## config.mk

```make
export PLATFORM = sky130hd
export DESIGN_NAME = kbrt_queue
export DESIGN_NICKNAME = d
export VERILOG_FILES = /design/src/design/kbrt_pkg.sv /design/src/design/kbrt_queue.sv
export SDC_FILE = /design/constraint.sdc
export NUM_CORES = 1
export LEC_CHECK = 0
export BUFFER_PORTS_ARGS = -buffer_cell sky130_fd_sc_hd__buf_2
export CAP_MARGIN = 20
export CORE_MARGIN = 2
export CORE_UTILIZATION = 40
export CTS_CLUSTER_DIAMETER = 120
export CTS_CLUSTER_SIZE = 10
export DETAILED_ROUTE_END_ITERATION = 10
export GPL_TIMING_DRIVEN = 0
export MAX_ROUTING_LAYER = met4
export PLACE_DENSITY_LB_ADDON = 0.05
export SETUP_SLACK_MARGIN = 0.15
export SYNTH_ARGS = -nofsm -noshare
export SYNTH_HDL_FRONTEND = slang
export SYNTH_SLANG_ARGS = --single-unit
```

## constraint.sdc

```tcl
create_clock -name clock -period 12.6 [get_ports clock]
set_input_delay 0.63 -clock clock [delete_from_list [all_inputs] [get_ports clock]]
set_output_delay 0.63 -clock clock [all_outputs]
set_load 0.1 [all_outputs]
```

## src/design/kbrt_pkg.sv

```systemverilog
// Shared types, constants and helpers of the k-bucket routing table.
`default_nettype none
package kbrt_pkg;

   localparam int NUM_BUCKETS_DEF = 160;
   localparam int MAX_K_DEF       = 8;
   localparam int BUCKET_W        = 8;
   localparam int ID_W            = 160;
   localparam int ADDR_W          = 48;
   localparam int FAIL_W          = 8;
   localparam int REQ_DATA_W      = 208;
   localparam int RSP_DATA_W      = 16;
   localparam int CSR_IDX_W       = 3;

   // request opcodes
   localparam logic [1:0] OP_SEEN   = 2'd0;
   localparam logic [1:0] OP_FAILED = 2'd1;
   localparam logic [1:0] OP_QUERY  = 2'd2;

   // outcome codes
   localparam logic [3:0] OC_MOVED    = 4'd0;
   localparam logic [3:0] OC_INSERTED = 4'd1;
   localparam logic [3:0] OC_REPLACED = 4'd2;
   localparam logic [3:0] OC_CACHED   = 4'd3;
   localparam logic [3:0] OC_HAVE     = 4'd4;
   localparam logic [3:0] OC_IGNORED  = 4'd5;
   localparam logic [3:0] OC_COUNTED  = 4'd6;
   localparam logic [3:0] OC_EVICTED  = 4'd7;
   localparam logic [3:0] OC_SWAPPED  = 4'd8;
   localparam logic [3:0] OC_QUERY    = 4'd9;

   // register indexes
   localparam logic [CSR_IDX_W-1:0] CSR_OWN_HI   = 3'd0;
   localparam logic [CSR_IDX_W-1:0] CSR_OWN_MID  = 3'd1;
   localparam logic [CSR_IDX_W-1:0] CSR_OWN_LO   = 3'd2;
   localparam logic [CSR_IDX_W-1:0] CSR_BKT_SIZE = 3'd3;
   localparam logic [CSR_IDX_W-1:0] CSR_MAX_FAIL = 3'd4;

   typedef struct packed {
      logic [ID_W-1:0]   own_id;
      logic [3:0]        bucket_size;
      logic [FAIL_W-1:0] max_fail;
   } cfg_type;

   typedef struct packed {
      logic [1:0]          opcode;
      logic [BUCKET_W-1:0] bucket;
      logic [ID_W-1:0]     id;
      logic [ADDR_W-1:0]   addr;
   } cmd_type;

   typedef struct packed {
      logic [ID_W-1:0]   id;
      logic [ADDR_W-1:0] addr;
      logic [FAIL_W-1:0] fails;
   } live_entry_type;

   typedef struct packed {
      logic [ID_W-1:0]   id;
      logic [ADDR_W-1:0] addr;
   } spare_entry_type;

   typedef enum logic [1:0] {
      F_IDLE,
      F_SCAN,
      F_PUSH
   } front_state_type;

   typedef enum logic [3:0] {
      B_IDLE,
      B_CNT,
      B_CNTW,
      B_LOAD,
      B_LOADW,
      B_EXEC,
      B_WRITE,
      B_CLIMB,
      B_CLIMBW,
      B_DONE
   } back_state_type;

   // position of the highest set bit, 0 for a zero word
   function automatic logic [4:0] top_bit32(input logic [31:0] v);
      logic [4:0] r;
      r = '0;
      for (int i = 0; i < 32; i++) begin
         if (v[i]) r = 5'(i);
      end
      return r;
   endfunction

endpackage
`default_nettype wire

```

## src/design/kbrt_queue.sv

```systemverilog
// Two-entry command queue between the front and back ends.
`default_nettype none
module kbrt_queue (
   input  wire logic              clock,
   input  wire logic              reset,
   input  wire logic              push,
   input  kbrt_pkg::cmd_type      push_cmd,
   input  wire logic              pop,
   output logic                   full,
   output logic                   empty,
   output kbrt_pkg::cmd_type      head
);
   import kbrt_pkg::*;

   cmd_type    mem_ff [2];
   logic       wptr_ff, wptr_in;
   logic       rptr_ff, rptr_in;
   logic [1:0] cnt_ff, cnt_in;

   assign full  = (cnt_ff == 2'd2);
   assign empty = (cnt_ff == 2'd0);
   assign head  = mem_ff[rptr_ff];

   always_comb begin
      wptr_in = wptr_ff ^ push;
      rptr_in = rptr_ff ^ pop;
      cnt_in  = cnt_ff + 2'(push) - 2'(pop);
   end

   always_ff @(posedge clock) begin
      if (reset) begin
         wptr_ff <= 1'b0;
         rptr_ff <= 1'b0;
         cnt_ff  <= '0;
      end else begin
         wptr_ff <= wptr_in;
         rptr_ff <= rptr_in;
         cnt_ff  <= cnt_in;
      end
      if (push) mem_ff[wptr_ff] <= push_cmd;
   end

endmodule
`default_nettype wire

```

==> metrics.csv, run 1 <==
metric;value;unit
fin_nets;1423;
drcViolationCount;0;
ios;442;
period_needed;2.699;ns
layout_commonest_cell;buf_2;
cp_max_fo;10;
finalPower;0.003904;W
cts-root-buf;clkbuf_16;
r2r_cells;4;
hold_ws;0.2428;ns
min_period_over_period;21.42;%
cp_num_buf_inv;3;
chipWidth;204.1;um
synth_area_leaders;edfxtp_1 (82%), mux2_2 (15%), buf_6 (1.6%);
grt_overflow_total;0;
swShare;32.89;%
drive_above_1_share;61.22;%
avgSynthCellArea;22.98;sq um
cap_viol_max_count;0;
ys_ff_latch;440;
setup_viol;0;
final_max_slew_viol_count;0;
viasPerCell;4.704;
crit_path_frequent_cell;buf_6;
clk_pin_slew;0.06;ns
io_buffers;441;
cp_cell_sequence;buf_6, buf_6, mux2_2, buf_2;
p_per_area;190.4;nW/um^2
crit_arrival;2.07;ns
dp_hpwl;24930;um
grt_pass1_vias;8745;
synth_top_area_cell;edfxtp_1;
synth_nets;923;
rsz0062_at_grt;false;
p_seq_share;44.2;%
combPwrFrac;23.8;%
cts_tree;done;
firstDrtPassIters;5;
outcome;finished clean;
core;39640;sq um
slowest_stage;dfxtp_1;
wirelength;36140;um
power_switching;0.001284;W
grt_usage;17.55;%
cp_num_cells;4;
power_leakage;7.636;nW
synth_cells;697;
final_cell_mix;buf_2 (441), edfxtp_1 (436), mux2_2 (218), clkbuf_16 (51), buf_6 (23);
clock_power_share;32.0;%
synth_area;16010;sq um
die_area;41650;sq um
peakVddDrop;0.1296;mV
start_util;40.40;%
clock_latency;0.57;ns
cp-end-kind;output port;
min_path_cells;1;
yosysWarnings;0;
finalSetupTns;0;ns
cp.required;11.97;ns
grt_pass1_wl;52150;um
die_y;204.1;um
first_iter_violations;433;
cp-start-kind;flop;
area_growth;28.03;%
grt_start_max_net_pins;59;
worst-slew-pin-transition;0.7210;ns
internal_power;0.002620;W
slowest_delay;0.39;ns
cp_top_family;buffers and inverters;
row_count;73;
htreeDepth;2;
ys_seq_area_share;82.26;%
hold_viol;0;
antenna_found_initial;12;
antenna_left;0;
min_path_type;in -> reg;
synthDominantCellAreaShare;81.76;%
hold_buffers;0;
worstSetupPathType;reg -> out;
cts_setup_buffers;0;
numCtsBuffers;49;
clock-sinks;440;
synth_cell_type_count;11;
wl_per_cell;20.60;um
timing.fmax;0.3705;GHz
fin_worst_skew;0.01468;ns
slew_headroom;51.93;%
gp_congestion;0.7278;
vias;8251;
clock_path_buffers;3;
cts.repair.resized;0;
[Yosys cell counts]
library cell  number
xnor2_1            1
nor2_1             4
ha_1               4
dfxtp_1            4
mux2_2           218
edfxtp_1         436
xnor3_1            1
nor2b_1            2
inv_1              3
buf_4              1
buf_6             23
[power groups by stage]
stage / Combinational [W] / Sequential [W] / Clock [W]
detailed placement: 0.000937 / 0.00176 / 0
global route: 0.000961 / 0.00173 / 0.00134
CTS: 0.000939 / 0.00173 / 0.00129
global placement: 0.000922 / 0.00179 / 0
finish: 0.000927 / 0.00173 / 0.00125
floorplan: 0.000754 / 0.00177 / 0
[kinds of logic after synthesis]
family	count (synthesis)	synth area share, %
flops	440	82.26
buf+inv	27	1.735
mux	218	15.33
fa+ha+maj	4	0.3125
simple gates	6	0.1718
xor+xnor	2	0.1953
[path summary, 6_finish.rpt]
path                              startpoint             end  slack, ns
worst max-delay path                 rptr_ff        head[19]       9.90
worst min-delay path            push_cmd[97]   mem_ff[0][97]       0.24
worst max register to register       wptr_ff  mem_ff[0][115]      10.60
worst min register to register       wptr_ff         wptr_ff       0.61
[metrics by stage]
stage	cell area (sq um)	setup slack (ns)	util (%)	cells
after floorplan	16010	6.326	-	697
after global placement	18880	2.603	47.62	1663
after detailed placement	19120	10.12	48.22	1671
after CTS	20470	9.805	51.64	1742
after global routing	20500	9.777	51.72	1754
final	20500	9.901	51.72	1754
[layout make-up]
type                            count  area [sq um]
Sequential cell                   440         13170
Inverter                            3         11.26
Buffer                             24         266.5
Antenna cell                       12         30.03
Timing Repair Buffer              449          2420
Fill cell                        3387         19140
Tap cell                          525         656.9
Clock buffer                       70          1348
Clock inverter                      1         8.758
Multi-Input combinational cell    230          2589
[registers in the layout (all words and copies together) (netlist names)]
register  cells
cnt_ff        2
mem_ff      436
rptr_ff       1
wptr_ff       1
[layer usage]
layer | vias up | GRT usage [%] | share of wire [%]
li1 | 3793 | - | -
met3 | 52 | 8.259 | 11
met2 | 319 | 27.72 | 48
met5 | - | - | 0
met1 | 4087 | 19.83 | 38
met4 | 0 | 5.357 | 2.2
Note: power is estimated with default switching activity, not from simulation.
==> run 2: changes to the inputs <==
==> constraint.sdc (replaced) <==
create_clock -name clock -period 2.55 [get_ports clock]
set_input_delay 0.1275 -clock clock [delete_from_list [all_inputs] [get_ports clock]]
set_output_delay 0.1275 -clock clock [all_outputs]
set_load 0.1 [all_outputs]
==> run 2 against run 1 <==
First-iteration DRC count down 15%. Clock-buffer cell count down 11. Global-route usage up 0.41 points. Largest cell class unchanged. Via count up 9.5%. Non-clock buffer count up 222.
==> metrics.csv, run 2 (synthesis results as in run 1) <==
metric;value;unit;change
grt_pass1_wl;54230;um;was 52,150 um
setup_viol;0;;unchanged
layout_commonest_cell;buf_2;;unchanged
slew_headroom;58.65;%;was 51.93%
cp-start-kind;flop;;unchanged
finalSetupTns;0;ns;unchanged
min_path_type;in -> reg;;unchanged
gp_congestion;0.7368;;was 0.7278
antenna_found_initial;4;;was 12
nFillCells;3249;;was 3,387
p_seq_share;44.1;%;was 44.2%
htreeDepth;2;;unchanged
cap_viol_max_count;0;;unchanged
power_leakage;8.528;nW;was 7.636 nW
fin_util;57.06;%;was 51.72%
top_regs;mem_ff: 436 flops, cnt_ff: 2 flops;;unchanged
clock_path_buffers;3;;unchanged
grt_overflow_total;0;;unchanged
cts_tree;done;;unchanged
core;39640;sq um;unchanged
grt_usage;17.96;%;was 17.55%
timing.fmax;0.4601;GHz;
power_switching;0.006365;W;was 0.001284 W
highest_layer;met4;;unchanged
final_max_slew_viol_count;0;;unchanged
area_growth;41.25;%;was 28.03%
combPwrFrac;25.2;%;was 23.8%
met3_length;3166;um;was 4012 um
first_iter_violations;368;;was 433
min_path_cells;2;;was 1
finalPower;0.01935;W;was 0.003904 W
swShare;32.90;%;was 32.89%
peakVddDrop;0.6786;mV;was 0.1296 mV
chipWidth;204.1;um;unchanged
clock_latency;0.56;ns;was 0.57 ns
viasPerCell;4.618;;was 4.704
p_per_area;855.4;nW/um^2;was 190.4 nW/um^2
fin_worst_skew;0.007045;ns;was 0.01468 ns
final_cell_mix;buf_2 (441), edfxtp_1 (436), dlygate4sd3_1 (222), mux2_2 (218), clkbuf_16 (49);;was buf_2 (441), edfxtp_1 (436), mux2_2 (218), clkbuf_16 (51), buf_6 (23)
multi_input_area;2589;sq um;unchanged
grt_pass1_vias;9507;;was 8,745
clk_pin_slew;0.06;ns;about the same
die_area;41650;sq um;unchanged
largest_reg_flops;436;;unchanged
place_ws;0.5281;ns;was 10.12 ns
rsz0062_at_grt;false;;unchanged
dp_hpwl;24970;um;was 24,930 um
row_count;73;;unchanged
r2r_cells;4;;unchanged
worstSetupPathType;reg -> out;;unchanged
min_period_over_period;85.23;%;
ios;442;;unchanged
cts_setup_buffers;0;;unchanged
top_register;mem_ff;;unchanged
drive_above_1_share;52.00;%;was 61.22%
firstDrtPassIters;4;;was 5
grt_start_max_net_pins;59;;unchanged
cp.required;2.42;ns;was 11.97 ns
internal_power;0.01298;W;was 0.002620 W
wl_per_cell;19.00;um;was 20.60 um
crit_arrival;2.05;ns;was 2.07 ns
start_util;40.40;%;unchanged
vias;9033;;was 8,251
drcViolationCount;0;;unchanged
timing.final.ws_setup;0.3767;ns;was 9.901 ns
io_buffers;441;;unchanged
wl_met1;14470;um;was 13,840 um
cts-root-buf;clkbuf_16;;unchanged
die_y;204.1;um;unchanged
clock-sinks;440;;unchanged
clock_power_share;30.6;%;was 32.0%
hold_viol;0;;unchanged
hold_ws;0.2885;ns;was 0.2428 ns
cp_max_fo;10;;unchanged
fin_nets;1645;;was 1,423
antenna_left;0;;unchanged
outcome;finished clean;;unchanged
period_needed;2.173;ns;
wirelength;37170;um;was 36,140 um
numCtsBuffers;49;;unchanged
worst-slew-pin-transition;0.6202;ns;was 0.7210 ns
area.sequential;13170;sq um;unchanged
wl_met2;18550;um;was 17,500 um
cp-end-kind;output port;;unchanged
==> run 2: changes by cell type in the layout (fill, tap and decap cells not counted), sizes merged <==
cell         before  now
inv               4    3
diode            12    4
dlygate4sd3       0  222
clkbuf           70   59
==> run 2: worst paths after layout <==
kind	to	slack (ns)	start
setup reg to reg	mem_ff[0][183]	0.56	wptr_ff
setup / recovery	head[169]	0.38	rptr_ff
hold / removal	mem_ff[1][133]	0.29	push_cmd[133]
hold reg to reg	cnt_ff[1]	0.67	cnt_ff[1]
==> run 2: per-layer routing <==
metal / GRT usage (%) / up-vias
met5: - / -
met4: 5.668 / 0
met3: 6.378 / 63
met2: 29.83 / 297
met1: 20.32 / 4446
li1: - / 4227
==> run 2: per-stage QoR <==
stage	cells	instance area, sq um
final	1956	22620
after global routing	1956	22620
after CTS	1952	22610
after detailed placement	1671	19120
after global placement	1663	18900
after floorplan	697	16040
==> run 2: area by class of cell <==
cell class | instances | area share, %
repair buffers | 671 | 20.56
inverters | 3 | 0.04978
diodes | 4 | 0.04425
plain buffers | 24 | 1.178
well taps | 525 | 2.904
clock buffers | 59 | 5.587
multi-input cells | 230 | 11.44
flip-flops and latches | 440 | 58.24
==> run 2: critical path, cell delays in order, from the launching register on <==
cell     delay (ns)
dfxtp_1        0.39
buf_6          0.24
buf_6          0.19
mux2_2         0.34
buf_2          0.31
==> run 2: repair_timing <==
action,CTS,global route
hold buffers,222,0
hold endpoints to repair,440,0
resized for setup,0,0
==> run 2: power groups by stage <==
stage	logic, W	registers (W)	clock network (W)
2_1_floorplan	0.00373	0.00869	0
3_3_place_gp	0.00457	0.00871	0
3_5_place_dp	0.00464	0.00869	0
4_1_cts	0.00494	0.00854	0.00612
5_1_grt	0.00505	0.00857	0.00640
6_report	0.00488	0.00854	0.00593
