**src/design/kbrt_pkg.sv**
```systemverilog
// Shared types, constants and helpers of the k-bucket routing table.
`default_nettype none
package kbrt_pkg;

   localparam int NUM_BUCKETS_DEF = 160;
   localparam int MAX_K_DEF       = 8;
   localparam int BUCKET_W        = 8;
   localparam int ID_W            = 160;
   localparam int ADDR_W          = 48;
   localparam int FAIL_W          = 8;
   localparam int REQ_DATA_W      = 208;
   localparam int RSP_DATA_W      = 16;
   localparam int CSR_IDX_W       = 3;

   // request opcodes
   localparam logic [1:0] OP_SEEN   = 2'd0;
   localparam logic [1:0] OP_FAILED = 2'd1;
   localparam logic [1:0] OP_QUERY  = 2'd2;

   // outcome codes
   localparam logic [3:0] OC_MOVED    = 4'd0;
   localparam logic [3:0] OC_INSERTED = 4'd1;
   localparam logic [3:0] OC_REPLACED = 4'd2;
   localparam logic [3:0] OC_CACHED   = 4'd3;
   localparam logic [3:0] OC_HAVE     = 4'd4;
   localparam logic [3:0] OC_IGNORED  = 4'd5;
   localparam logic [3:0] OC_COUNTED  = 4'd6;
   localparam logic [3:0] OC_EVICTED  = 4'd7;
   localparam logic [3:0] OC_SWAPPED  = 4'd8;
   localparam logic [3:0] OC_QUERY    = 4'd9;

   // register indexes
   localparam logic [CSR_IDX_W-1:0] CSR_OWN_HI   = 3'd0;
   localparam logic [CSR_IDX_W-1:0] CSR_OWN_MID  = 3'd1;
   localparam logic [CSR_IDX_W-1:0] CSR_OWN_LO   = 3'd2;
   localparam logic [CSR_IDX_W-1:0] CSR_BKT_SIZE = 3'd3;
   localparam logic [CSR_IDX_W-1:0] CSR_MAX_FAIL = 3'd4;

   typedef struct packed {
      logic [ID_W-1:0]   own_id;
      logic [3:0]        bucket_size;
      logic [FAIL_W-1:0] max_fail;
   } cfg_type;

   typedef struct packed {
      logic [1:0]          opcode;
      logic [BUCKET_W-1:0] bucket;
      logic [ID_W-1:0]     id;
      logic [ADDR_W-1:0]   addr;
   } cmd_type;

   typedef struct packed {
      logic [ID_W-1:0]   id;
      logic [ADDR_W-1:0] addr;
      logic [FAIL_W-1:0] fails;
   } live_entry_type;

   typedef struct packed {
      logic [ID_W-1:0]   id;
      logic [ADDR_W-1:0] addr;
   } spare_entry_type;

   typedef enum logic [1:0] {
      F_IDLE,
      F_SCAN,
      F_PUSH
   } front_state_type;

   typedef enum logic [3:0] {
      B_IDLE,
      B_CNT,
      B_CNTW,
      B_LOAD,
      B_LOADW,
      B_EXEC,
      B_WRITE,
      B_CLIMB,
      B_CLIMBW,
      B_DONE
   } back_state_type;

   // position of the highest set bit, 0 for a zero word
   function automatic logic [4:0] top_bit32(input logic [31:0] v);
      logic [4:0] r;
      r = '0;
      for (int i = 0; i < 32; i++) begin
         if (v[i]) r = 5'(i);
      end
      return r;
   endfunction

endpackage
`default_nettype wire

```
**src/design/kbrt_front.sv**
```systemverilog
// Front end: takes requests and finds the bucket from the XOR distance.
`default_nettype none
module kbrt_front #(
   parameter int NUM_BUCKETS = kbrt_pkg::NUM_BUCKETS_DEF
) (
   input  wire logic                              clock,
   input  wire logic                              reset,
   input  wire logic                              req_tvalid,
   output logic                                   req_tready,
   input  wire logic [1:0]                        req_tuser,  // opcode
   input  wire logic [kbrt_pkg::REQ_DATA_W-1:0]   req_tdata,  // hi, mid, lo, ip, port
   input  wire logic [kbrt_pkg::ID_W-1:0]         own_id,
   input  wire logic                              q_full,
   output logic                                   q_push,
   output kbrt_pkg::cmd_type                      q_cmd
);
   import kbrt_pkg::*;

   front_state_type state_ff, state_in;
   logic [ID_W-1:0] x_ff, x_in;
   logic [2:0]      chunk_ff, chunk_in;
   cmd_type         cmd_ff, cmd_in;
   logic [31:0]     chunk_word;
   logic            chunk_hit;
   logic [BUCKET_W-1:0] raw_bucket;

   assign chunk_word = x_ff[32*chunk_ff +: 32];
   assign chunk_hit  = (chunk_word != '0) || (chunk_ff == '0);
   assign raw_bucket = {chunk_ff, top_bit32(chunk_word)};

   // next state
   always_comb begin
      state_in = state_ff;
      case (state_ff)
         F_IDLE: if (req_tvalid) state_in = F_SCAN;
         F_SCAN: if (chunk_hit) state_in = F_PUSH;
         F_PUSH: if (!q_full) state_in = F_IDLE;
         default: state_in = F_IDLE;
      endcase
   end

   // outputs
   always_comb begin
      req_tready = 1'b0;
      q_push     = 1'b0;
      case (state_ff)
         F_IDLE: req_tready = 1'b1;
         F_PUSH: q_push = !q_full;
         default: ;
      endcase
   end

   // datapath: one 32-bit chunk of the distance per cycle, top chunk first
   always_comb begin
      x_in     = x_ff;
      chunk_in = chunk_ff;
      cmd_in   = cmd_ff;
      case (state_ff)
         F_IDLE: begin
            if (req_tvalid) begin
               cmd_in.opcode = req_tuser;
               cmd_in.id     = req_tdata[159:0];
               cmd_in.addr   = {req_tdata[191:160], req_tdata[207:192]};
               cmd_in.bucket = '0;
               x_in          = {req_tdata[63:0], req_tdata[127:64], req_tdata[159:128]} ^ own_id;
               chunk_in      = 3'd4;
            end
         end
         F_SCAN: begin
            if (chunk_hit) begin
               cmd_in.bucket = (raw_bucket > BUCKET_W'(NUM_BUCKETS - 1)) ?
                               BUCKET_W'(NUM_BUCKETS - 1) : raw_bucket;
            end else begin
               chunk_in = chunk_ff - 3'd1;
            end
         end
         default: ;
      endcase
   end

   // node id is kept as {hi, mid, lo}
   always_comb begin
      q_cmd    = cmd_ff;
      q_cmd.id = {cmd_ff.id[63:0], cmd_ff.id[127:64], cmd_ff.id[159:128]};
   end

   always_ff @(posedge clock) begin
      if (reset) begin
         state_ff <= F_IDLE;
      end else begin
         state_ff <= state_in;
      end
      x_ff     <= x_in;
      chunk_ff <= chunk_in;
      cmd_ff   <= cmd_in;
   end

endmodule
`default_nettype wire

```
**config.mk**
```make
export PLATFORM = sky130hd
export DESIGN_NAME = kbrt_front
export DESIGN_NICKNAME = d
export VERILOG_FILES = /design/src/design/kbrt_pkg.sv /design/src/design/kbrt_front.sv
export SDC_FILE = /design/constraint.sdc
export NUM_CORES = 1
export LEC_CHECK = 0
export BUFFER_PORTS_ARGS = -buffer_cell sky130_fd_sc_hd__buf_2
export CAP_MARGIN = 20
export CORE_AREA = 10 10 220 222
export CTS_CLUSTER_DIAMETER = 120
export DETAILED_ROUTE_END_ITERATION = 10
export DIE_AREA = 0 0 230 232
export HOLD_SLACK_MARGIN = 0.06
export PLACE_DENSITY = 0.64
export RECOVER_POWER = 50
export REMOVE_ABC_BUFFERS = 1
export SYNTH_ARGS = -nofsm -noshare
export SYNTH_HDL_FRONTEND = slang
export SYNTH_SLANG_ARGS = --single-unit
```
**constraint.sdc**
```tcl
create_clock -name clock -period 11.9 [get_ports clock]
set_input_delay 0.595 -clock clock [delete_from_list [all_inputs] [get_ports clock]]
set_output_delay 0.595 -clock clock [all_outputs]
set_load 0.01 [all_outputs]
```
==> reports/qor.yml, run 1 <==
cts_tree: "built"
fin_crit_sh: 0.427
worstPathMaxFanout: 37
cts_buffers: 42
worstSetupPathType: "reg2reg"
setup_viol: 0
die_height_um: 232
port_buffers: 593
gp_congestion: 0.861
tightest_slew_ns: 2.78
cts_hold_buf: 0
avgSynthCellArea_um2: 18.2
fp.coreArea_um2: 43900
hpwl_mm: 38.0
wl_mm: 48.7
reg2regPathDepth: 8
p_switching_uw: 794
syn_to_final_growth_pct: 31.0
layout_commonest_cell: "edfxtp_1"
wl_per_cell_um: 23.5
cts_setup_buffers: 0
grt_max_degree: 146
max_slew_margin: -0.852
antenna_found_initial: 2
yosysWarnings: 0
clk_latency_ns: 0.56
fin_ws_ns: 6.82
hp-start: "req_tdata[202]"
yosys-top-cells-area: "edfxtp_1, xor2_1, mux4_2"
max-cap-violations: 1
hold_violations: 0
syn-cell-area_um2: 15000
ant_nets: 0
clock-sinks: 383
worstHoldPathCells: 1
post-route-min-period_ns: 5.08
combPwrFrac: 0.110
ir_drop_mv: 0.115
dp_slack_ns: 7.87
first_pass_iters: 5
internal_power_mw: 2.52
start_util: 0.341
synthCells: 825
hold_path_end: "q_cmd[10]"
pwr-share-seq: 0.503
vias: 9645
post_cts_resized: 0
num_rows: 77
r2r-end: "q_cmd[208]"
clock.fmax_mhz: 197
slew_violations: 38
clockPowerShare: 0.387
worst_ep_required_time_ns: 12.20
hp-class: "in2reg"
synth_seq_area_share: 0.766
synth.distinct_cells: 63
yosys.area.top_type: "edfxtp_1"
fin_nets: 1824
track_usage: 0.175
ys.flop_type: "edfxtp_1"
p_sw_frac: 0.240
h-tree-depth: 2
endpoint_kind: "register"
die_x_um: 230
start_kind: "register"
finalSetupTns_ns: 0
powerDensity_nw_per_um2: 169
mostFrequentLayoutCells: "edfxtp_1, clkbuf_1, buf_2"
reg2reg_slack_ns: 6.82
drive_gt1_frac: 0.268
vias_per_cell: 4.65
rsz0062_at_grt: "no"
timing.rr.start: "chunk_ff[0]"
synth_top_area_frac: 0.763
num-fill-cells: 4115
grt_pass1_wl_mm: 69.6
synth_edf_count: 381
grt_pass1_vias: 10500
fin_worst_skew_ns: 0.0228
ys_async_sr_fraction: 0
grt_overflow: 0
violations: "capacitance limit, slew limit"
clockRootBuffer: "clkbuf_16"
path_clk_slew_ns: 0.06
worst_ep_arrival_time_ns: 5.37
status: "finished with violations"
drc: 0
die-area_um2: 53400
initialDrtViolationCount: 583
ios: 594
leakage_nw: 7.31
ys_ff_latch: 383
clockBufferDepth: 3
-- kinds of logic after synthesis --
logic type	after synthesis	share of synthesized area
and+or+nand+nor	95	0.0353
xor gates and xnor gates	161	0.0940
buffers and inverters	32	0.0102
muxes	55	0.0500
adders and majority gates	2	0.00167
AOI/OAI and AO/OA	97	0.0433
DFF	383	0.766
-- how the worst max path moves through the flow --
stage / from / to / cells past startpoint
3_5_place_dp: chunk_ff[2] / q_cmd[208] / 7
2_1_floorplan: req_tvalid / q_cmd[0] / 2
3_3_place_gp: req_tvalid / q_cmd[216] / 5
6_report: chunk_ff[0] / q_cmd[208] / 8
4_1_cts: chunk_ff[2] / q_cmd[208] / 7
5_1_grt: chunk_ff[0] / q_cmd[209] / 8
-- flip-flops by register name, summed over array words and instances (netlist names) --
signal / cells
q_cmd: 218
state_ff: 2
chunk_ff: 3
x_ff: 160
-- worst max-delay path: stages (launching register included) --
cell	delay (ns)
edfxtp_1	0.35
clkbuf_1	1.96
mux4_2	0.72
o21a_1	0.27
nor4_4	0.39
nand4_2	0.19
nor4_4	0.43
a311oi_1	0.21
buf_2	0.22
-- per-stage QoR --
stage                     total power, mW  instance area [um^2]  std cells  utilization  hold slack (ns)
after floorplan                      1.88                 14900        802            -            0.585
final                                3.31                 19600       2073        0.447            0.214
after global routing                 3.45                 19600       2072        0.447            0.170
after detailed placement             2.08                 18700       1994        0.425            0.651
after global placement               2.07                 18700       1994        0.425            0.639
after CTS                            3.38                 20000       2069        0.455            0.161
-- power by group through the flow --
stage | Clock (mW) | Sequential (mW) | Combinational, mW
global placement | 0 | 1.69 | 0.380
CTS | 1.33 | 1.67 | 0.387
floorplan | 0 | 1.74 | 0.141
detailed placement | 0 | 1.69 | 0.384
global route | 1.38 | 1.67 | 0.399
finish | 1.28 | 1.67 | 0.364
-- Yosys cell counts, types with 3 or more instances --
cell type / count
mux4_2: 15
a31oi_1: 3
a211oi_1: 3
o21ai_0: 18
o311ai_0: 3
clkbuf_1: 10
nand2_1: 19
or2_2: 3
nor2_1: 27
o22ai_1: 8
edfxtp_1: 381
xor2_1: 160
nor3_1: 6
inv_1: 7
mux2i_1: 31
o21a_1: 3
and2_1: 3
nand3_1: 5
nor3b_1: 3
buf_1: 3
o22a_1: 3
mux2_2: 8
nor2b_1: 5
buf_2: 5
buf_4: 3
or3_1: 4
a22oi_1: 8
a21oi_1: 19
o2bb2ai_1: 3
nand2b_1: 6
o21ai_1: 6
-- per-layer routing --
layer / GRT usage / vias up / wire (um)
met5: 0 / - / 0
li1: - / 4425 / -
met2: 0.303 / 436 / 24900
met3: 0.0592 / 62 / 3920
met1: 0.203 / 4722 / 18900
met4: 0.0499 / 0 / 964
-- area by class of cell --
cell class                      instances  area (um^2)  area share
Tap cell                              592          741      0.0377
Timing Repair Buffer                  602         2660       0.135
Clock buffer                           50         1080      0.0550
Multi-Input combinational cell        410         3370       0.171
Inverter                                9         41.3     0.00210
Clock inverter                         25          265      0.0135
Antenna cell                            2         5.00    0.000255
Sequential cell                       383        11500       0.584
Note: power is estimated with default switching activity, not from simulation.
==> inputs of run 2 (changes only) <==
- ABC_AREA: default -> 1
- PLACE_DENSITY: 0.64 -> 0.63
- clock period: 11.9 -> 5.1 ns (I/O delays scaled with it)
==> run 2 against run 1 <==
First-iteration DRC count is 5.3% higher. Highest routed layer is now met5. The flow now finishes without violations. Critical path type unchanged. Die area stayed put. Clock-buffer cell count stayed put. Total power grew to 2.8 times the previous value. Final area is 18% higher. Combinational power grew to 5.3 times the previous value.
==> reports/qor.yml, run 2 <==
antenna_found_initial: 7
internal_power_mw: 6.61
final-seq-area_um2: 11500
status: "completed"
die-area_um2: 53400
grt_pass1_wl_mm: 82.3
synth_seq_area_share: 0.770
die_x_um: 230
avgSynthCellArea_um2: 15.6
synth_common_cells: "edfxtp_1, xor2_1, nand2_1"
p_sw_frac: 0.291
vias: 11700
fin_worst_skew_ns: 0.0129
post_cts_resized: 0
endpoint_kind: "register"
p_switching_mw: 2.71
gp_congestion: 0.797
use_met2: 0.356
grt_max_degree: 87
wl_mm: 55.9
track_usage: 0.203
pwr-share-seq: 0.465
hpwl_mm: 37.7
cts_tree: "built"
drive_gt1_frac: 0.176
use_met3: 0.0495
ios: 594
synth_top_area_frac: 0.767
clockBufferDepth: 3
worst_ep_arrival_time_ns: 3.89
vias_per_cell: 4.53
num-fill-cells: 3798
path_clk_slew_ns: 0.06
fin_cells: 2585
synth.most_common_cell: "edfxtp_1"
grt.busiest_layer: "met2"
post-route-min-period_ns: 3.67
worstPathMaxFanout: 68
setup_viol: 0
post-route-util: 0.530
leakage_nw: 9.11
synth.distinct_cells: 32
max-cap-violations: 0
ys.flop_type: "edfxtp_1"
clock.fmax_mhz: 272
first_pass_iters: 5
syn-cell-area_um2: 14900
cts_buffers: 43
initialDrtViolationCount: 614
worstSetupPathType: "reg2reg"
rsz0062_at_grt: "no"
largest_reg_flops: 218
grt_overflow: 0
hold_slack_ns: 0.115
clockPowerShare: 0.327
hp-class: "in2reg"
combPwrFrac: 0.207
slew_violations: 0
clk_latency_ns: 0.55
die_height_um: 232
wl_per_cell_um: 21.6
synthCells: 957
ys_async_sr_fraction: 0
cts_setup_buffers: 0
hold_violations: 0
ys_ff_latch: 383
fin_crit_sh: 0.720
powerDensity_nw_per_um2: 401
mostFrequentLayoutCells: "edfxtp_1, dlygate4sd3_1, clkbuf_1"
gr-usage-met1: 0.234
layout_commonest_cell: "edfxtp_1"
start_util: 0.339
start_kind: "register"
yosys-top-cells-area: "edfxtp_1, xor2_1, nand2_1"
tightest_slew_ns: 0.907
clockRootBuffer: "clkbuf_16"
place_inst: 2129
yosysWarnings: 0
fp.coreArea_um2: 43900
grt_pass1_vias: 13100
multiInputGateArea_um2: 2960
max_slew_margin: 0.394
ant_nets: 0
fin_total_pwr_mw: 9.32
port_buffers: 593
num_rows: 77
yosys.area.top_type: "edfxtp_1"
synth_edf_count: 381
drc: 0
syn_to_final_growth_pct: 56.1
clock-sinks: 383
cts_hold_buf: 370
ir_drop_mv: 0.271
worst_ep_required_time_ns: 5.32
h-tree-depth: 2
fin_nets: 2328
## run 2: cell types whose count changed after synthesis, moves of 6 or more
cell	previous run	this run
a21oi_1	19	52
a221o_1	2	23
a22oi_1	8	0
buf_6	2	10
clkbuf_1	10	4
inv_1	7	63
mux2_2	8	0
mux2i_1	31	0
mux4_2	15	0
nand2_1	19	135
nand2b_1	6	0
nand3_1	5	23
o21ai_0	18	33
o22ai_1	8	1
## run 2: worst paths after layout
check,depth (start not counted),to,from,slack (ns)
setup / recovery,14,q_cmd[73],chunk_ff[0],1.43
setup reg to reg,14,q_cmd[73],chunk_ff[0],1.43
hold reg to reg,1,state_ff[0],state_ff[1],0.53
hold / removal,2,x_ff[60],own_id[60],0.11
## run 2: logic make-up after synthesis
| logic type | count (synthesis) | synth area share |
|---|---|---|
| XOR/XNOR | 160 | 0.0940 |
| flip-flops | 383 | 0.770 |
| buffers and inverters | 96 | 0.0319 |
| adder cells (fa/ha/maj) | 2 | 0.00168 |
| AND/OR/NAND/NOR | 200 | 0.0546 |
| AO/OA/AOI/OAI | 116 | 0.0478 |
## run 2: through the flow
step	setup WS, ns	setup TNS, ns	area, um^2
final	1.43	0	23300
after global routing	0.934	0	23300
after global placement	1.38	0	18600
after floorplan	-14.01	-5183.01	14700
after CTS	1.31	0	23700
after detailed placement	1.34	0	18600
## run 2: layer usage
metal / wire length [um] / vias to the layer above
li1: - / 5418
met4: 1840 / 2
met5: 13 / -
met2: 28600 / 515
met3: 3710 / 117
met1: 21800 / 5650
## run 2: power by group through the flow
stage,registers [mW],clock network [mW],logic [mW]
2_1_floorplan,4.69,0,0.656
3_3_place_gp,4.38,0,1.76
3_5_place_dp,4.38,0,1.78
4_1_cts,4.32,3.12,2.01
5_1_grt,4.38,3.24,2.14
6_report,4.34,3.05,1.93
## run 2: worst max-delay path: stages, from the launching register on
cell and delay [ns]:
edfxtp_1 0.42, buf_4 0.62, a21oi_1 0.14, a221o_1 0.34, o21ai_0 0.12, nor2_1 0.11
nand2_1 0.14, nor2_1 0.09, nand4_1 0.12, nand2_1 0.06, nor2_1 0.11, inv_2 0.07
nor2_4 0.31, buf_12 0.25, buf_12 0.32
## run 2: cell type report
cell class | instances | area share
Sequential cell | 383 | 0.493
Timing Repair Buffer | 977 | 0.276
Multi-Input combinational cell | 478 | 0.127
Clock buffer | 50 | 0.0492
Tap cell | 592 | 0.0318
Inverter | 69 | 0.0116
Clock inverter | 29 | 0.0101
Antenna cell | 7 | 0.000753
==> inputs of run 3 (changes only) <==
- CORE_AREA: 10 10 220 222 -> 10 10 225 227
- DIE_AREA: 0 0 230 232 -> 0 0 235 237
- clock period: 5.1 -> 3.2 ns (I/O delays scaled with it)
==> run 3 against run 2 <==
Sequential share of layout area decreased by 2.0 points. Worst setup slack got worse by 1.4 ns. Flip-flop and latch count stayed put. Critical path type unchanged. Maximum frequency increased by 16%. Via count rose by 2.0%. Largest power group unchanged.
==> reports/qor.yml, run 3 (synthesis gave the netlist of run 2 again) <==
drive_gt1_frac: 0.277
die-area_um2: 55700
path_clk_slew_ns: 0.06
ir_drop_mv: 0.422
hold_slack_ns: 0.319
fin_total_pwr_mw: 15.6
wl_met1_mm: 22.0
max-cap-violations: 0
grt_overflow: 0
syn_to_final_growth_pct: 62.8
fp.coreArea_um2: 46200
wl_per_cell_um: 21.4
worstSetupPathType: "reg2reg"
vias: 11900
wl_met3_mm: 3.75
worst_ep_arrival_time_ns: 3.42
antenna_found_initial: 4
status: "completed"
dp_slack_ns: -0.0341
grt_max_degree: 37
drc: 0
gp_congestion: 0.823
powerDensity_nw_per_um2: 641
place_area_um2: 19000
post-route-min-period_ns: 3.17
clock-sinks: 383
rsz0062_at_grt: "yes"
cts_tree: "built"
grt_pass1_vias: 13300
h-tree-depth: 2
layout_commonest_cell: "buf_2"
fin_crit_sh: 0.992
grt_pass1_wl_mm: 83.9
hold_violations: 0
largest_reg_flops: 218
die_x_um: 235
cts_buffers: 42
vias_per_cell: 4.49
fin_ws_ns: 0.0259
track_usage: 0.195
fin_nets: 2389
worst_ep_required_time_ns: 3.45
hpwl_mm: 38.6
setup_viol: 0
max_slew_margin: 0.684
start_util: 0.323
num_rows: 79
wl_mm: 57.0
clockRootBuffer: "clkbuf_16"
die_height_um: 237
clk_latency_ns: 0.56
hp-class: "in2reg"
wl_met2_mm: 30.0
tightest_slew_ns: 0.470
clockBufferDepth: 3
startpoint: "chunk_ff[0]"
clock.fmax_mhz: 315
timing.rr.start: "chunk_ff[0]"
port_buffers: 593
final_cell_area_um2: 24300
hp-start: "req_tdata[202]"
start_kind: "register"
worstPathMaxFanout: 29
routed.top_layer: "met4"
mostFrequentLayoutCells: "buf_2, edfxtp_1, dlygate4sd3_1"
endpoint_kind: "register"
fin_worst_skew_ns: 0.0200
ant_nets: 0
reg2reg_slack_ns: 0.03
first_pass_iters: 5
slew_violations: 0
ios: 594
leakage_nw: 9.93
finalSetupTns_ns: 0
initialDrtViolationCount: 599
-- run 3: cell count changes in the layout (fill, tap and decap cells not counted), sizes merged --
cell,change
dlygate4sd3,+3
buf,+208
clkbuf,-149
diode,-2
bufinv,+3
inv,-6
-- run 3: final timing paths --
| check | endpoint | cells past startpoint |
|---|---|---|
| worst max-delay path | q_cmd[39] | 17 |
| worst min register to register | state_ff[0] | 1 |
| worst min-delay path | q_cmd[10] | 2 |
| worst max register to register | q_cmd[39] | 17 |
-- run 3: final cells by class --
type	count	area, um^2
diodes	5	12.5
clock buffers	50	1140
repair buffers	1039	7320
flip-flops and latches	383	11500
fillers	3789	21900
multi-input cells	478	3010
clock inverters	26	268
inverters	69	273
well taps	607	759
-- run 3: repair_timing --
item,CTS,global route
setup buffers,4,7
endpoints found under the setup margin,254,377
cloned,0,7
hold buffers,373,0
resized for setup,1,27
pin swaps,0,17
endpoints found under the hold margin,372,0
-- run 3: metrics by stage --
step           std cells  utilization
3_3_place_gp        2185        0.412
5_1_grt             2656        0.526
2_1_floorplan        930            -
6_report            2657        0.526
3_5_place_dp        2185        0.412
4_1_cts             2638        0.525
-- run 3: where the power goes --
part	internal, mW	leakage, nW	switching [mW]
combinational	1.53	5.54	2.12
sequential	6.61	3.71	0.295
clock	3.02	0.683	1.99
total	11.2	9.93	4.40
-- run 3: worst max-delay path, cell delays in order, from the launching register on --
cell and delay (ns):
edfxtp_1 0.51, clkinv_4 0.13, buf_4 0.13, buf_12 0.13, nand2_1 0.06, a221o_1 0.41, o21ai_2 0.13, nor2_1 0.12
nand2_1 0.13, nor2_1 0.06, nand4_1 0.12, nand2_1 0.06, nor2_1 0.11, inv_2 0.07, nor2_4 0.12, buf_12 0.14
buf_12 0.16, buf_12 0.21
-- run 3: metal layers --
metal	vias up	GRT usage
li1	5543	-
met3	78	0.0502
met2	484	0.353
met1	5827	0.223
met5	-	0
met4	0	0.0559
